[src/sv/pmc_pkg.sv]
// ----------------------------------------------------------------------------
// pmc_pkg
// Shared types, event codes and register defaults for the player mode
// controller with lock timer.
// ----------------------------------------------------------------------------
`default_nettype none

package pmc_pkg;

	localparam int LockW  = 26;
	localparam int BlinkW = 16;
	localparam int VolW   = 8;
	localparam int EvW    = 4;
	localparam int CodeW  = 3;
	localparam int CfgIdxW = 3;
	localparam int CfgDataW = 26;
	localparam int InDataW  = 16;
	localparam int OutDataW = 48;

	// event codes carried in req_type
	localparam logic [EvW-1:0] EV_TICK      = 4'd0;
	localparam logic [EvW-1:0] EV_BUTTON1   = 4'd1;
	localparam logic [EvW-1:0] EV_BUTTON2   = 4'd2;
	localparam logic [EvW-1:0] EV_BOTH      = 4'd3;
	localparam logic [EvW-1:0] EV_LINK_UP   = 4'd4;
	localparam logic [EvW-1:0] EV_LINK_DOWN = 4'd5;
	localparam logic [EvW-1:0] EV_CLIP_DONE = 4'd6;
	localparam logic [EvW-1:0] EV_LOCK_ON   = 4'd7;
	localparam logic [EvW-1:0] EV_LOCK_OFF  = 4'd8;
	localparam logic [EvW-1:0] EV_VOLUME    = 4'd9;
	localparam logic [EvW-1:0] EV_THEME     = 4'd10;

	// mode codes as seen on the result
	localparam logic [CodeW-1:0] CODE_IDLE   = 3'd0;
	localparam logic [CodeW-1:0] CODE_SONG   = 3'd1;
	localparam logic [CodeW-1:0] CODE_ANIMAL = 3'd2;
	localparam logic [CodeW-1:0] CODE_STREAM = 3'd3;
	localparam logic [CodeW-1:0] CODE_LOCK   = 3'd4;

	// configuration register indexes
	localparam logic [CfgIdxW-1:0] REG_LOCK_DURATION = 3'd0;
	localparam logic [CfgIdxW-1:0] REG_IDLE_BLINK    = 3'd1;
	localparam logic [CfgIdxW-1:0] REG_SONG_BLINK    = 3'd2;
	localparam logic [CfgIdxW-1:0] REG_ANIMAL_BLINK  = 3'd3;
	localparam logic [CfgIdxW-1:0] REG_STREAM_BLINK  = 3'd4;
	localparam logic [CfgIdxW-1:0] REG_LOCK_BLINK    = 3'd5;

	localparam logic [LockW-1:0]  LOCK_DURATION_RST = 26'd1800000;
	localparam logic [BlinkW-1:0] IDLE_BLINK_RST    = 16'd2000;
	localparam logic [BlinkW-1:0] SONG_BLINK_RST    = 16'd500;
	localparam logic [BlinkW-1:0] ANIMAL_BLINK_RST  = 16'd300;
	localparam logic [BlinkW-1:0] STREAM_BLINK_RST  = 16'd100;
	localparam logic [BlinkW-1:0] LOCK_BLINK_RST    = 16'd1000;

	typedef enum logic [4:0] {
		MODE_IDLE   = 5'b00001,
		MODE_SONG   = 5'b00010,
		MODE_ANIMAL = 5'b00100,
		MODE_STREAM = 5'b01000,
		MODE_LOCK   = 5'b10000
	} mode_t;

	typedef struct packed {
		logic [LockW-1:0]  lock_duration;
		logic [BlinkW-1:0] idle_blink;
		logic [BlinkW-1:0] song_blink;
		logic [BlinkW-1:0] animal_blink;
		logic [BlinkW-1:0] stream_blink;
		logic [BlinkW-1:0] lock_blink;
	} cfg_t;

	typedef struct packed {
		mode_t             mode;
		logic              lock_active;
		logic [LockW-1:0]  lock_elapsed;
		logic              return_to_lock;
		logic              led_on;
		logic [BlinkW-1:0] led_elapsed;
		logic [VolW-1:0]   volume;
	} state_t;

	typedef struct packed {
		logic [CodeW-1:0] mode;
		logic             mode_changed;
		logic             led_level;
		logic [VolW-1:0]  stored_volume;
		logic             volume_updated;
		logic             theme_updated;
		logic [LockW-1:0] lock_remaining_ms;
	} result_t;

	function automatic logic [CodeW-1:0] mode_code(input mode_t m);
		case (m)
			MODE_IDLE:   mode_code = CODE_IDLE;
			MODE_SONG:   mode_code = CODE_SONG;
			MODE_ANIMAL: mode_code = CODE_ANIMAL;
			MODE_STREAM: mode_code = CODE_STREAM;
			MODE_LOCK:   mode_code = CODE_LOCK;
			default:     mode_code = CODE_IDLE;
		endcase
	endfunction

endpackage

`default_nettype wire

[src/sv/pmc_next.sv]
// ----------------------------------------------------------------------------
// pmc_next
// Next-state and result logic for one event of the mode controller.
// ----------------------------------------------------------------------------
`default_nettype none

module pmc_next (
	input  var pmc_pkg::state_t               cur,
	input  var pmc_pkg::cfg_t                 cfg,
	input  var logic [pmc_pkg::EvW-1:0]       req_type,
	input  var logic [pmc_pkg::VolW-1:0]      volume_value,
	output pmc_pkg::state_t                   nxt,
	output pmc_pkg::result_t                  res
);
	import pmc_pkg::*;

	logic              expired;
	logic [LockW-1:0]  lock_el_tick;
	logic [BlinkW-1:0] interval;
	logic              vol_upd;
	logic              theme_upd;

	assign expired = cur.lock_elapsed >= cfg.lock_duration;

	always_comb begin
		if (cur.lock_active && !expired) begin
			lock_el_tick = cur.lock_elapsed + LockW'(1);
		end else begin
			lock_el_tick = cur.lock_elapsed;
		end
	end

	always_comb begin
		nxt       = cur;
		vol_upd   = 1'b0;
		theme_upd = 1'b0;
		case (req_type)
			EV_TICK: begin
				nxt.lock_elapsed = lock_el_tick;
				if (cur.mode == MODE_LOCK && cur.lock_active &&
				    lock_el_tick >= cfg.lock_duration) begin
					nxt.lock_active  = 1'b0;
					nxt.lock_elapsed = '0;
					nxt.mode         = MODE_IDLE;
				end
				if (cur.led_elapsed != '1) begin
					nxt.led_elapsed = cur.led_elapsed + BlinkW'(1);
				end
			end
			EV_VOLUME: begin
				nxt.volume = volume_value;
				vol_upd    = 1'b1;
			end
			EV_THEME: begin
				theme_upd = 1'b1;
			end
			EV_LINK_UP: begin
				if (cur.mode == MODE_LOCK) begin
					nxt.return_to_lock = 1'b1;
				end
				nxt.mode = MODE_STREAM;
			end
			default: begin
				case (cur.mode)
					MODE_IDLE: begin
						if (req_type == EV_BUTTON1) begin
							nxt.mode = MODE_SONG;
						end else if (req_type == EV_BUTTON2) begin
							nxt.mode = MODE_ANIMAL;
						end else if (req_type == EV_LOCK_ON) begin
							nxt.lock_active  = 1'b1;
							nxt.lock_elapsed = '0;
							nxt.mode         = MODE_LOCK;
						end
					end
					MODE_SONG, MODE_ANIMAL: begin
						if (req_type == EV_BUTTON1) begin
							nxt.mode = MODE_SONG;
						end else if (req_type == EV_BUTTON2) begin
							nxt.mode = MODE_ANIMAL;
						end else if (req_type == EV_BOTH || req_type == EV_CLIP_DONE) begin
							nxt.mode = MODE_IDLE;
						end else if (req_type == EV_LOCK_ON) begin
							nxt.lock_active  = 1'b1;
							nxt.lock_elapsed = '0;
							nxt.mode         = MODE_LOCK;
						end
					end
					MODE_STREAM: begin
						if (req_type == EV_LINK_DOWN) begin
							if (cur.return_to_lock && cur.lock_active && !expired) begin
								nxt.mode = MODE_LOCK;
							end else begin
								nxt.lock_active  = 1'b0;
								nxt.lock_elapsed = '0;
								nxt.mode         = MODE_IDLE;
							end
							nxt.return_to_lock = 1'b0;
						end
					end
					MODE_LOCK: begin
						if (req_type == EV_LOCK_ON) begin
							nxt.lock_active  = 1'b1;
							nxt.lock_elapsed = '0;
						end else if (req_type == EV_LOCK_OFF) begin
							nxt.lock_active  = 1'b0;
							nxt.lock_elapsed = '0;
							nxt.mode         = MODE_IDLE;
						end
					end
					default: begin
						nxt.mode = MODE_IDLE;
					end
				endcase
			end
		endcase

		// blink check against the interval of the next mode
		case (nxt.mode)
			MODE_IDLE:   interval = cfg.idle_blink;
			MODE_SONG:   interval = cfg.song_blink;
			MODE_ANIMAL: interval = cfg.animal_blink;
			MODE_STREAM: interval = cfg.stream_blink;
			MODE_LOCK:   interval = cfg.lock_blink;
			default:     interval = cfg.idle_blink;
		endcase
		if (interval == '0) begin
			interval = BlinkW'(1);
		end
		if (nxt.led_elapsed >= interval) begin
			nxt.led_on      = !cur.led_on;
			nxt.led_elapsed = '0;
		end

		res.mode           = mode_code(nxt.mode);
		res.mode_changed   = nxt.mode != cur.mode;
		res.led_level      = nxt.led_on;
		res.stored_volume  = nxt.volume;
		res.volume_updated = vol_upd;
		res.theme_updated  = theme_upd;
		if (nxt.lock_active && nxt.lock_elapsed < cfg.lock_duration) begin
			res.lock_remaining_ms = cfg.lock_duration - nxt.lock_elapsed;
		end else begin
			res.lock_remaining_ms = '0;
		end
	end

endmodule

`default_nettype wire

[src/sv/player_mode_controller_with_lock_timer_top.sv]
// ----------------------------------------------------------------------------
// player_mode_controller_with_lock_timer_top
// Five-mode player controller (idle, song, animal, streaming, locked) with a
// saturating lock timer and a per-mode LED blinker.
// ----------------------------------------------------------------------------
// Each event transfer on the slave stream yields exactly one result transfer
// on the master stream, presented in the cycle after acceptance. The block
// takes one event per clock: the event is decoded against the state registers
// in a single pass and the result lands in an output register, and a new
// event is taken whenever that register is empty or being drained in the same
// cycle, so a stalled master side stops intake only once a result is waiting.
// Ticks (req_type 0) advance the lock timer and the LED counter; all other
// events are button, link, clip, lock, volume and theme notices. Configuration
// writes are always accepted (cfg_ready is held high) and must be issued
// only while no result is outstanding; indexes 6 and 7 are dropped.
`default_nettype none

module player_mode_controller_with_lock_timer_top (
	input  var logic                              clk,
	input  var logic                              arst_n,
	// slave stream: [3:0] req_type, [11:4] volume_value, [15:12] zero
	input  var logic                              s_tvalid,
	output logic                                  s_tready,
	input  var logic [pmc_pkg::InDataW-1:0]       s_tdata,
	// master stream: [2:0] mode, [3] mode_changed, [4] led_level,
	// [12:5] stored_volume, [13] volume_updated, [14] theme_updated,
	// [40:15] lock_remaining_ms, [47:41] zero
	output logic                                  m_tvalid,
	input  var logic                              m_tready,
	output logic [pmc_pkg::OutDataW-1:0]          m_tdata,
	// configuration write channel
	input  var logic                              cfg_valid,
	output logic                                  cfg_ready,
	input  var logic [pmc_pkg::CfgIdxW-1:0]       cfg_index,
	input  var logic [pmc_pkg::CfgDataW-1:0]      cfg_data
);
	import pmc_pkg::*;

	cfg_t    cfg_q;
	state_t  state_q;
	state_t  state_nxt;
	result_t res_nxt;
	result_t res_q;
	logic    m_tvalid_q;
	logic    in_xfer;

	// Accept while the output register is empty or drains this cycle.
	assign s_tready  = !m_tvalid_q || m_tready;
	assign in_xfer   = s_tvalid && s_tready;
	assign cfg_ready = 1'b1;

	// Hold configuration registers; writes beyond the list are dropped.
	always_ff @(posedge clk or negedge arst_n) begin
		if (!arst_n) begin
			cfg_q.lock_duration <= LOCK_DURATION_RST;
			cfg_q.idle_blink    <= IDLE_BLINK_RST;
			cfg_q.song_blink    <= SONG_BLINK_RST;
			cfg_q.animal_blink  <= ANIMAL_BLINK_RST;
			cfg_q.stream_blink  <= STREAM_BLINK_RST;
			cfg_q.lock_blink    <= LOCK_BLINK_RST;
		end else if (cfg_valid) begin
			case (cfg_index)
				REG_LOCK_DURATION: cfg_q.lock_duration <= cfg_data[LockW-1:0];
				REG_IDLE_BLINK:    cfg_q.idle_blink    <= cfg_data[BlinkW-1:0];
				REG_SONG_BLINK:    cfg_q.song_blink    <= cfg_data[BlinkW-1:0];
				REG_ANIMAL_BLINK:  cfg_q.animal_blink  <= cfg_data[BlinkW-1:0];
				REG_STREAM_BLINK:  cfg_q.stream_blink  <= cfg_data[BlinkW-1:0];
				REG_LOCK_BLINK:    cfg_q.lock_blink    <= cfg_data[BlinkW-1:0];
				default: ;
			endcase
		end
	end

	pmc_next u_next (
		.cur          (state_q),
		.cfg          (cfg_q),
		.req_type     (s_tdata[EvW-1:0]),
		.volume_value (s_tdata[EvW+VolW-1:EvW]),
		.nxt          (state_nxt),
		.res          (res_nxt)
	);

	// Advance the controller state on every accepted event.
	always_ff @(posedge clk or negedge arst_n) begin
		if (!arst_n) begin
			state_q.mode           <= MODE_IDLE;
			state_q.lock_active    <= 1'b0;
			state_q.lock_elapsed   <= '0;
			state_q.return_to_lock <= 1'b0;
			state_q.led_on         <= 1'b0;
			state_q.led_elapsed    <= '0;
			state_q.volume         <= '0;
		end else if (in_xfer) begin
			state_q <= state_nxt;
		end
	end

	// Output register: valid tracks a pending result.
	always_ff @(posedge clk or negedge arst_n) begin
		if (!arst_n) begin
			m_tvalid_q <= 1'b0;
		end else if (in_xfer) begin
			m_tvalid_q <= 1'b1;
		end else if (m_tready) begin
			m_tvalid_q <= 1'b0;
		end
	end

	always_ff @(posedge clk) begin
		if (in_xfer) begin
			res_q <= res_nxt;
		end
	end

	assign m_tvalid = m_tvalid_q;
	assign m_tdata  = {7'd0,
	                   res_q.lock_remaining_ms,
	                   res_q.theme_updated,
	                   res_q.volume_updated,
	                   res_q.stored_volume,
	                   res_q.led_level,
	                   res_q.mode_changed,
	                   res_q.mode};

endmodule

`default_nettype wire
[config.mk]
export PLATFORM = sky130hd
export DESIGN_NAME = player_mode_controller_with_lock_timer_top
export DESIGN_NICKNAME = d
export VERILOG_FILES = /design/src/sv/pmc_pkg.sv /design/src/sv/pmc_next.sv /design/src/sv/player_mode_controller_with_lock_timer_top.sv
export SDC_FILE = /design/constraint.sdc
export NUM_CORES = 1
export LEC_CHECK = 0
export BUFFER_PORTS_ARGS = -buffer_cell sky130_fd_sc_hd__buf_2
export CELL_PAD_IN_SITES_DETAIL_PLACEMENT = 0
export CELL_PAD_IN_SITES_GLOBAL_PLACEMENT = 1
export CORE_ASPECT_RATIO = 0.5
export CORE_MARGIN = 5
export CORE_UTILIZATION = 48
export DETAILED_ROUTE_END_ITERATION = 10
export PLACE_DENSITY = 0.81
export REMOVE_ABC_BUFFERS = 1
export SLEW_MARGIN = 20
export SYNTH_ARGS = -nofsm -noshare
export SYNTH_HDL_FRONTEND = slang
export SYNTH_SLANG_ARGS = --single-unit
[constraint.sdc]
create_clock -name clk -period 10.6 [get_ports clk]
set_input_delay 1.59 -clock clk [delete_from_list [all_inputs] [get_ports clk]]
set_output_delay 1.59 -clock clk [all_outputs]
set_load 0.05 [all_outputs]
Word-level counts from Yosys, hierarchy flattened
Index checks and enable logic that the tools add are counted.
- add/sub/neg operators: 3
- order comparisons: 4
- eq/ne operators: 27
- multiplexer cells: 37
- bitwise gates (word level): 1
- reduce and logical (&&, ||, !) cells: 29
- operators by type and width (kind ; count):
    2-to-1 mux 27 bit ; 7
    case mux 27 bit (4 select lines) ; 1
    2-to-1 mux 32 bit ; 3
    case mux 16 bit (4 select lines) ; 1
    case mux 27 bit (2 select lines) ; 1
    >= comparator 26 bit ; 2
    2-to-1 mux 16 bit ; 3
    2-to-1 mux 5 bit ; 7
    2-to-1 mux 33 bit ; 1
    adder 26 x 1 -> 26 bit, second input constant ; 1
    less-than comparator 26 bit ; 1
    2-to-1 mux 26 bit ; 1
    subtractor 26 bit ; 1
    case mux 5 bit (4 select lines) ; 1
    2-to-1 mux 17 bit ; 1
    adder 16 x 1 -> 16 bit, second input constant ; 1
    equality test 4 x 3 -> 1 bit, second input constant ; 4
    >= comparator 16 bit ; 1
    logical NOT 16 bit ; 1
    inequality test 16 bit, second input constant ; 1
    case mux 5 bit (3 select lines) ; 1
    equality test 4 bit, second input constant ; 3
    case mux 3 bit (4 select lines) ; 1
    AND reduction 2 bit ; 6
    25 further kinds ; 50
- register bits after elaboration: 206
- bits of input ports: 50
- output and inout bits: 51
- word-level logic and storage cells: 122

Depth between registers and ports, before layout
Gate-level depths: netlist (run 1).
- depth after elaboration: 14
- mapped depth: 44
- mapped depth without buffers: 39

Cells and area by module
Synthesis (run 1) repeated with hierarchy kept, for this count alone.
- cell total of the unflattened synthesis: 1344
- area total of the unflattened synthesis: 13693.1 sq um
- by module, submodules not included (module ; times used ; cells an instance ; area an instance (sq um) ; seq. area each (sq um)):
    player_mode_controller_with_lock_timer_top ; 1 ; 408 ; 7544.7 ; 5406.4
    pmc_next ; 1 ; 936 ; 6148.4 ; 0.0

Worst setup path after synthesis (run 1)
No wires, ideal clock.
- path type: reg-to-reg
- from: register cfg_q[89] (netlist name)
- to: register state_q[13] (netlist name)
- library setup time: 66 ps
- arrival time: 9216 ps
- required time: 10534 ps
- slack: 1318 ps
- cell stages (with the launch flop): 44
- path buffers: 5
- clock period less this slack: 9282 ps
- path through: dfstp_2 > inv_1 > ha_1 > a21oi_1 > o21a_1 > o21ai_0 > o311a_1 > nor3_1 > and3_1 > clkbuf_1 > nand3_1 > nor2_1 > and3_1 > clkbuf_1 > xor2_1 > ha_1 > a21o_1 > nand3_1 > [... 8 more ...] > a221oi_1 > nand4_1 > or4_1 > o21ai_1 > ha_1 > nand2b_1 > a21o_1 > a21o_1 > a21o_1 > a21o_1 > a21o_1 > a21o_1 > a21o_1 > a2111oi_0 > o31ai_1 > a211oi_1 > clkbuf_1 > a22o_1
- word-level cells in the longest chain between the ends: 14
- elaborated cells on any way between the ends: 21
- those cells by class: order compare: 3; eq/ne: 4; mux: 9; reduce/logical: 5
- ends and longest elaborated chain (what ; line ; text):
    start, declared ; player_mode_controller_with_lock_timer_top.sv:39 ; cfg_t cfg_q;
    >= comparator 26 bit ; pmc_next.sv:23 ; assign expired = cur.lock_elapsed >= cfg.lock_duration;
    logical NOT 1 bit ; pmc_next.sv:26, pmc_next.sv:91 ;
    logical AND 1 bit ; pmc_next.sv:26 ; if (cur.lock_active && !expired) begin
    2-to-1 mux 26 bit ; pmc_next.sv:26 ;
    >= comparator 26 bit ; pmc_next.sv:41 ; lock_el_tick >= cfg.lock_duration) begin
    logical AND 1 bit ; pmc_next.sv:40 ; if (cur.mode == MODE_LOCK && cur.lock_active &&
    2-to-1 mux 32 bit ; pmc_next.sv:40 ;
    case mux 5 bit (3 select lines) (*) ; pmc_next.sv:37 ; case (req_type)
    equality test 5 bit, or another cell as far along ; pmc_next.sv:119 ; case (nxt.mode)
    case mux 16 bit (4 select lines) (*) ; pmc_next.sv:119 ;
    logical NOT 16 bit ; pmc_next.sv:127 ; if (interval == '0) begin
    2-to-1 mux 16 bit (*) ; pmc_next.sv:127 ;
    >= comparator 16 bit (*) ; pmc_next.sv:130 ; if (nxt.led_elapsed >= interval) begin
    2-to-1 mux 17 bit (*) ; pmc_next.sv:130 ;
    end signal, assigned ; player_mode_controller_with_lock_timer_top.sv:94 ; state_q <= state_nxt;
    end, declared ; player_mode_controller_with_lock_timer_top.sv:40 ; state_t state_q;
Every way passes the cells marked *; elsewhere a longest branch is shown, timed or not. The select of a mux whose other input is x is not followed.
A chain may end at the register's enable or synchronous reset.

Final worst setup path (run 1)
- from: register state_q[49] (netlist name)
- to: register state_q[20] (netlist name)
- word-level cells in the longest chain between the ends: 14
- elaborated cells on any way between the ends: 22
- those cells by class: add/sub: 1; order compare: 3; eq/ne: 4; mux: 9; reduce/logical: 5
- ends and longest elaborated chain (what ; line):
    >= comparator 26 bit ; pmc_next.sv:23
    logical NOT 1 bit ; pmc_next.sv:26, pmc_next.sv:91
    logical AND 1 bit ; pmc_next.sv:26
    2-to-1 mux 26 bit ; pmc_next.sv:26
    >= comparator 26 bit ; pmc_next.sv:41
    logical AND 1 bit ; pmc_next.sv:40
    2-to-1 mux 32 bit ; pmc_next.sv:40
    case mux 5 bit (3 select lines) (*) ; pmc_next.sv:37
    equality test 5 bit, or another cell as far along ; pmc_next.sv:119
    case mux 16 bit (4 select lines) (*) ; pmc_next.sv:119
    logical NOT 16 bit ; pmc_next.sv:127
    2-to-1 mux 16 bit (*) ; pmc_next.sv:127
    >= comparator 16 bit (*) ; pmc_next.sv:130
    2-to-1 mux 17 bit (*) ; pmc_next.sv:130
Marks and branches as above.

==> impl_metrics.py, run 1 <==
metrics = {
    "outcome": {
        "run_status": "completed",
    },
    "die": {
        "core_mm2": 0.0266,
        "die_x_um": 243,
        "initial_core_util_pct": 49.1,
        "dieHeight_um": 127,
        "die-area_mm2": 0.0309,
        "boundaryPins": 101,
        "fp-row-count": 42,
    },
    "global_route": {
        "antenna_found_initial": 0,
        "grt_usage_pct": 21.8,
        "grt_max_degree": 84,
        "overflow": 0,
        "grt_pass1_vias": 10200,
        "grt_first_pass_wirelength_um": 55100,
    },
    "routing": {
        "drt-initial-drc-count": 887,
        "drc": 0,
        "viasPerCell": 5.87,
        "vias": 10300,
        "drtAntennaViolNets": 0,
        "wl_per_cell_um": 19.4,
        "finalWirelength_um": 34000,
        "firstDrtPassIters": 5,
    },
    "worst_setup_path": {
        "cpPeakStageDelay_ns": 0.54,
        "reg2regPathDepth": 39,
        "reg2reg_to": "state_q[20]$_DFFE_PN0P_",
        "path_delay_family": "compound AO/OA/AOI/OAI gates",
        "r2r_start": "state_q[49]$_DFFE_PN0P_",
        "worstSetupPathType": "reg -> reg",
        "crit_buf_inv": 2,
        "path_max_fanout": 9,
        "required_ns": 11.06,
        "critical_path_depth": 39,
        "path_common_cell": "a21o_1",
        "start_kind": "register",
        "endpoint_kind": "register",
        "cp_slowest_cell": "or4_1",
        "critical_path_arrival_ns": 10.22,
        "ff2ff_setup_slack_ns": 0.84,
    },
    "synthesis": {
        "yosys.area_share.simple_pct": 15.9,
        "netlist.area_leader.share_pct": 24.5,
        "synth_cells": 1315,
        "synthFlopType": "dfrtp_1",
        "synth_xor_area_share_pct": 4.15,
        "ys_seq_area_share_pct": 41.3,
        "yosys-top-cells-count": "148 x nand2_1, 128 x dfrtp_1, 96 x ha_1",
        "ys_ff_latch": 206,
        "ys.warnings.count": 0,
        "synth-compound-area-share_pct": 16.9,
        "synth_area_leaders": "dfrtp_1 24%, edfxtp_1 9.4%, ha_1 9.2%, mux2_2 7.8%, dfstp_2 7.4%",
        "syn_area_per_cell_um2": 9.95,
        "synth.most_common_cell": "nand2_1",
        "yosysTopAreaCell": "dfrtp_1",
        "synthMuxAreaShare_pct": 8.06,
        "synth-edff-count": 41,
        "synth_fa_ha_area_share_pct": 9.33,
        "async_flop_share_pct": 80.1,
        "synth_area_mm2": 0.0131,
        "ys_types": 91,
        "synth_top_family_by_area": "compound AO/OA/AOI/OAI gates",
    },
    "clocking": {
        "cts_num_sinks": 206,
        "clkTransAtPathRegs_ns": 0.06,
        "cts.htree.levels": 1,
        "ctsHoldBuffers": 0,
        "insertion_delay_ns": 0.52,
        "ctsLongestPathBuffers": 3,
        "tritoncts": "built",
        "cts_buffers": 21,
        "cts_root_buffer": "clkbuf_16",
    },
    "sta": {
        "hold_violations": 0,
        "max_freq_ghz": 0.102,
        "clock_skew_ns": 0.0112,
        "fin_crit_ns": 9.76,
        "fin_crit_sh_pct": 92.1,
        "grt_setup_unrepaired": "no",
        "drv_slew": 0,
        "worst_pin_slew_ns": 1.12,
        "slew_headroom_pct": 25.1,
        "setup_tns_ns": 0,
        "fin_hold_ws_ns": 0.475,
        "setup_viol": 0,
    },
    "finish": {
        "drive_above_1_share_pct": 22.2,
        "areaGrowthSynthToFinish_pct": 11.4,
        "nNetsFinal": 1531,
        "antenna_cells": 0,
        "fillers": 2352,
    },
    "power": {
        "p_sw_w": 0.00102,
        "swShare_pct": 36.0,
        "ir_worst_vdd_mv": 0.107,
        "pwr-share-seq_pct": 38.2,
        "power_frac_clock_pct": 27.1,
        "leakagePower_nw": 6.48,
        "power_density_mw_per_mm2": 194,
        "power.share.combinational_pct": 34.7,
        "internal_power_w": 0.00181,
    },
    "min_path": {
        "holdPathEnd": "state_q[5]$_DFFE_PN0P_",
        "hp-start": "state_q[5]$_DFFE_PN0P_",
        "min_path_cells": 2,
        "hold_path_class": "reg -> reg",
    },
    "placed_design": {
        "gp_congestion": 0.904,
        "port_buffers": 88,
        "dp_hpwl_um": 24200,
    },
    "flow_run": {
        "maxCapViolations": 0,
    },
}
[sequential cells by signal, summed over array words and instances (netlist names)]
| signal | count |
|---|---|
| m_tdata | 41 |
| cfg_q | 106 |
| state_q | 58 |
| m_tvalid | 1 |
[worst min-delay path, cell delays in order, from the launching register on]
cell and delay (ns):
dfrtp_1 0.34, nand2_1 0.05, nand2_1 0.05
[power groups by stage]
stage,Sequential [W],Combinational (W),Clock (W)
6_report,0.00108,0.000982,0.000767
5_1_grt,0.00110,0.00108,0.000816
4_1_cts,0.00108,0.000980,0.000781
3_5_place_dp,0.00109,0.000973,0
3_3_place_gp,0.00108,0.000942,0
2_1_floorplan,0.00115,0.000631,0
[final cells by class]
cell class / count / area, µm² / share of cell area (%)
clock buffers: 29 / 618 / 4.24
clock inverters: 9 / 82.6 / 0.566
inverters: 50 / 190 / 1.30
multi-input cells: 994 / 7220 / 49.5
flip-flops and latches: 206 / 5410 / 37.1
well taps: 352 / 440 / 3.02
repair buffers: 111 / 619 / 4.25
[through the flow]
stage,area (µm²),setup slack [ns],std cells,total power [W],utilization [%]
2_1_floorplan,12700,1.25,1250,0.00178,-
5_1_grt,14600,0.152,1751,0.00300,54.7
6_report,14600,0.840,1751,0.00283,54.7
3_5_place_dp,13800,0.432,1708,0.00207,51.8
3_3_place_gp,13800,0.626,1708,0.00203,51.8
4_1_cts,14500,0.376,1746,0.00284,54.5
[per-layer routing]
metal | vias to the layer above | routed length, µm | GRT usage [%]
met3 | 59 | 1730 | 3.13
met2 | 250 | 15600 | 35.1
met1 | 5045 | 16000 | 31.3
li1 | 4932 | - | -
met4 | 0 | 736 | 5.20
met5 | - | 0 | 0
[layout by cell type (no fill, tap or decap), drive strengths merged, types with 14 or more instances in the layout]
cell type    n
nand3       30
o21ai       91
dfstp       37
a22o        24
nor2        51
nor2b       15
ha          96
nand2b      14
dfrtp      128
a21oi       65
a21o        36
nand4       31
edfxtp      41
xnor2       36
and3        20
nor3        26
nand2      149
buf        111
xor2        26
a22oi       24
inv         51
clkbuf      29
mux2        91
and2        24
[timing repair]
action | in CTS | in global routing
setup buffers | 0 | 4
setup endpoints to repair | 0 | 18
resized for setup | 0 | 10
[cell families after synthesis]
kind of cell / count (synthesis)
xor+xnor: 62
other cells: 2
flops: 206
buf+inv: 121
fa+ha+maj: 97
mux: 94
compound gates: 330
simple gates: 403
[worst max path at each step]
stage | endpoint | slack [ns] | startpoint
6_report | state_q[20]$_DFFE_PN0P_ | 0.84 | state_q[49]$_DFFE_PN0P_
5_1_grt | state_q[20]$_DFFE_PN0P_ | 0.15 | state_q[49]$_DFFE_PN0P_
4_1_cts | state_q[18]$_DFFE_PN0P_ | 0.38 | cfg_q[89]$_DFFE_PN1P_
2_1_floorplan | state_q[10]$_DFFE_PN0P_ | 1.25 | cfg_q[89]$_DFFE_PN1P_
3_3_place_gp | state_q[15]$_DFFE_PN0P_ | 0.63 | cfg_q[89]$_DFFE_PN1P_
3_5_place_dp | state_q[22]$_DFFE_PN0P_ | 0.43 | cfg_q[89]$_DFFE_PN1P_
Note: power is estimated with default switching activity, not from simulation.
==> run 2: changes to the inputs <==
--- a/config.mk
+++ b/config.mk
@@ -13,6 +13,7 @@
 export CORE_UTILIZATION = 48
 export DETAILED_ROUTE_END_ITERATION = 10
 export PLACE_DENSITY = 0.81
+export RECOVER_POWER = 25
 export REMOVE_ABC_BUFFERS = 1
 export SLEW_MARGIN = 20
 export SYNTH_ARGS = -nofsm -noshare
==> run 2 against run 1 <==
Effect of this change:
- the run now ends with max-capacitance violations, max-slew violations left
- register-to-register slack about the same
- sequential cell count unchanged
- total power about the same
- critical path depth unchanged
- hold slack about the same
- global-route usage unchanged
- clock skew about the same
- combinational power about the same
- die area unchanged
- sequential power about the same
- critical path type unchanged
- critical endpoint is now state_q[13]$_DFFE_PN0P_
==> impl_metrics.py, run 2 (synthesis results as in run 1) <==
metrics = {
    "outcome": {
        "run_status": "finished, violations left",
        "violations": "max-capacitance violations, max-slew violations",
    },
    "routing": {
        "drc": 0,
        "vias": 10300,
        "drt-initial-drc-count": 929,
        "firstDrtPassIters": 5,
        "viasPerCell": 5.88,
        "wl_per_cell_um": 19.5,
        "finalWirelength_um": 34200,
        "drtAntennaViolNets": 0,
    },
    "global_route": {
        "grt_pass1_vias": 10200,
        "grt_usage_pct": 21.8,
        "overflow": 0,
        "antenna_found_initial": 0,
        "grt_max_degree": 84,
        "grt_first_pass_wirelength_um": 55100,
    },
    "finish": {
        "largest_register_ffs": 106,
        "final_common_cell": "nand2_1",
        "final-seq-area_mm2": 0.00541,
        "areaGrowthSynthToFinish_pct": 11.0,
        "regMostFlops": "cfg_q",
        "antenna_cells": 0,
        "drive_above_1_share_pct": 21.2,
        "fillers": 2363,
        "final_cell_mix": "147 x nand2_1, 128 x dfrtp_1, 96 x ha_1, 90 x o21ai_0, 89 x mux2_2",
        "nNetsFinal": 1531,
        "instances_no_fill": 1751,
        "multi_input_area_mm2": 0.00719,
        "fin_util_pct": 54.5,
    },
    "sta": {
        "fin_crit_sh_pct": 92.1,
        "slew_headroom_pct": -133,
        "max_freq_ghz": 0.102,
        "setup_tns_ns": 0,
        "clock_skew_ns": 0.0109,
        "grt_setup_unrepaired": "no",
        "setup_viol": 0,
        "fin_crit_ns": 9.76,
        "worst_pin_slew_ns": 3.49,
        "drv_slew": 183,
        "hold_violations": 0,
    },
    "worst_setup_path": {
        "reg2reg_to": "state_q[13]$_DFFE_PN0P_",
        "cpPeakStageDelay_ns": 0.54,
        "path_common_cell": "a21o_1",
        "path_max_fanout": 9,
        "cp_slowest_cell": "or4_1",
        "r2r_start": "state_q[49]$_DFFE_PN0P_",
        "worstSetupPathType": "reg -> reg",
        "start_kind": "register",
        "ff2ff_setup_slack_ns": 0.84,
        "critical_path_arrival_ns": 10.22,
        "endpoint_kind": "register",
        "required_ns": 11.06,
        "reg2regPathDepth": 39,
    },
    "clocking": {
        "cts_root_buffer": "clkbuf_16",
        "cts.htree.levels": 1,
        "ctsLongestPathBuffers": 3,
        "insertion_delay_ns": 0.52,
        "tritoncts": "built",
        "ctsHoldBuffers": 0,
        "cts_num_sinks": 206,
        "cts_buffers": 21,
        "clkTransAtPathRegs_ns": 0.07,
    },
    "power": {
        "leakagePower_nw": 6.44,
        "internal_power_w": 0.00181,
        "power_frac_clock_pct": 27.1,
        "ir_worst_vdd_mv": 0.107,
        "power_density_mw_per_mm2": 195,
        "power.share.combinational_pct": 34.7,
        "pwr-share-seq_pct": 38.2,
        "swShare_pct": 36.0,
        "total_power_w": 0.00283,
        "p_sw_w": 0.00102,
    },
    "die": {
        "fp-row-count": 42,
        "die_x_um": 243,
        "core_mm2": 0.0266,
        "boundaryPins": 101,
        "die-area_mm2": 0.0309,
        "dieHeight_um": 127,
        "initial_core_util_pct": 49.1,
    },
    "placed_design": {
        "dp_hpwl_um": 24200,
        "port_buffers": 88,
        "place_inst": 1708,
        "gp_congestion": 0.904,
    },
    "min_path": {
        "hold_path_class": "reg -> reg",
        "holdPathEnd": "state_q[5]$_DFFE_PN0P_",
        "min_path_cells": 2,
        "hp-start": "state_q[5]$_DFFE_PN0P_",
    },
    "flow_run": {
        "maxCapViolations": 4,
    },
}
-- run 2: cell types whose count changed in the layout (fill, tap and decap cells not counted), sizes merged --
cell / change
buf: -8
clkbuf: +8
-- run 2: how the worst max path moves through the flow --
stage / cells after the start / endpoint / slack [ns] / startpoint
4_1_cts: 36 / state_q[18]$_DFFE_PN0P_ / 0.38 / cfg_q[89]$_DFFE_PN1P_
3_5_place_dp: 36 / state_q[22]$_DFFE_PN0P_ / 0.43 / cfg_q[89]$_DFFE_PN1P_
3_3_place_gp: 36 / state_q[15]$_DFFE_PN0P_ / 0.63 / cfg_q[89]$_DFFE_PN1P_
5_1_grt: 39 / state_q[20]$_DFFE_PN0P_ / 0.15 / state_q[49]$_DFFE_PN0P_
6_report: 39 / state_q[13]$_DFFE_PN0P_ / 0.84 / state_q[49]$_DFFE_PN0P_
2_1_floorplan: 38 / state_q[10]$_DFFE_PN0P_ / 1.25 / cfg_q[89]$_DFFE_PN1P_
-- run 2: layout make-up --
| cell class | count | area share, % |
|---|---|---|
| clock buffer | 29 | 4.26 |
| clock inverter | 9 | 0.569 |
| inverter | 50 | 1.31 |
| multi-input combinational | 994 | 49.5 |
| sequential | 206 | 37.2 |
| tap | 352 | 3.03 |
| timing repair buffer | 111 | 4.08 |
-- run 2: metrics by stage --
stage / area, µm² / setup slack (ns) / hold WS (ns)
floorplan: 12700 / 1.25 / 0.442
global placement: 13800 / 0.626 / 0.454
detailed placement: 13800 / 0.432 / 0.463
CTS: 14500 / 0.376 / 0.478
global route: 14500 / 0.152 / 0.491
finish: 14500 / 0.837 / 0.475
-- run 2: timing repair --
action | CTS | global route
resized for setup | 0 | 10
buffers inserted | 0 | 4
endpoints found under the setup margin | 0 | 18
-- run 2: critical path, delay by kind of cell, from the launching register on --
| kind | cells | cell delay (ns) |
|---|---|---|
| buffers and inverters | 2 | 0.43 |
| AO/OA/AOI/OAI | 19 | 4.29 |
| XOR/XNOR | 1 | 0.19 |
| AND/OR/NAND/NOR | 14 | 3.45 |
| adder cells (fa/ha/maj) | 3 | 0.87 |
| flip-flops | 1 | 0.47 |
-- run 2: power groups by stage --
stage / logic [W] / clock network (W) / registers, W
floorplan: 0.000631 / 0 / 0.00115
global placement: 0.000942 / 0 / 0.00108
detailed placement: 0.000973 / 0 / 0.00109
CTS: 0.000980 / 0.000781 / 0.00108
global route: 0.00108 / 0.000816 / 0.00110
finish: 0.000981 / 0.000766 / 0.00108
-- run 2: per-layer routing --
layer	up-vias	share of wire, %	GRT usage [%]
met3	56	4.8	3.13
li1	4925	-	-
met2	238	46	35.1
met4	0	2.0	5.20
met1	5077	47	31.3
met5	-	0	0
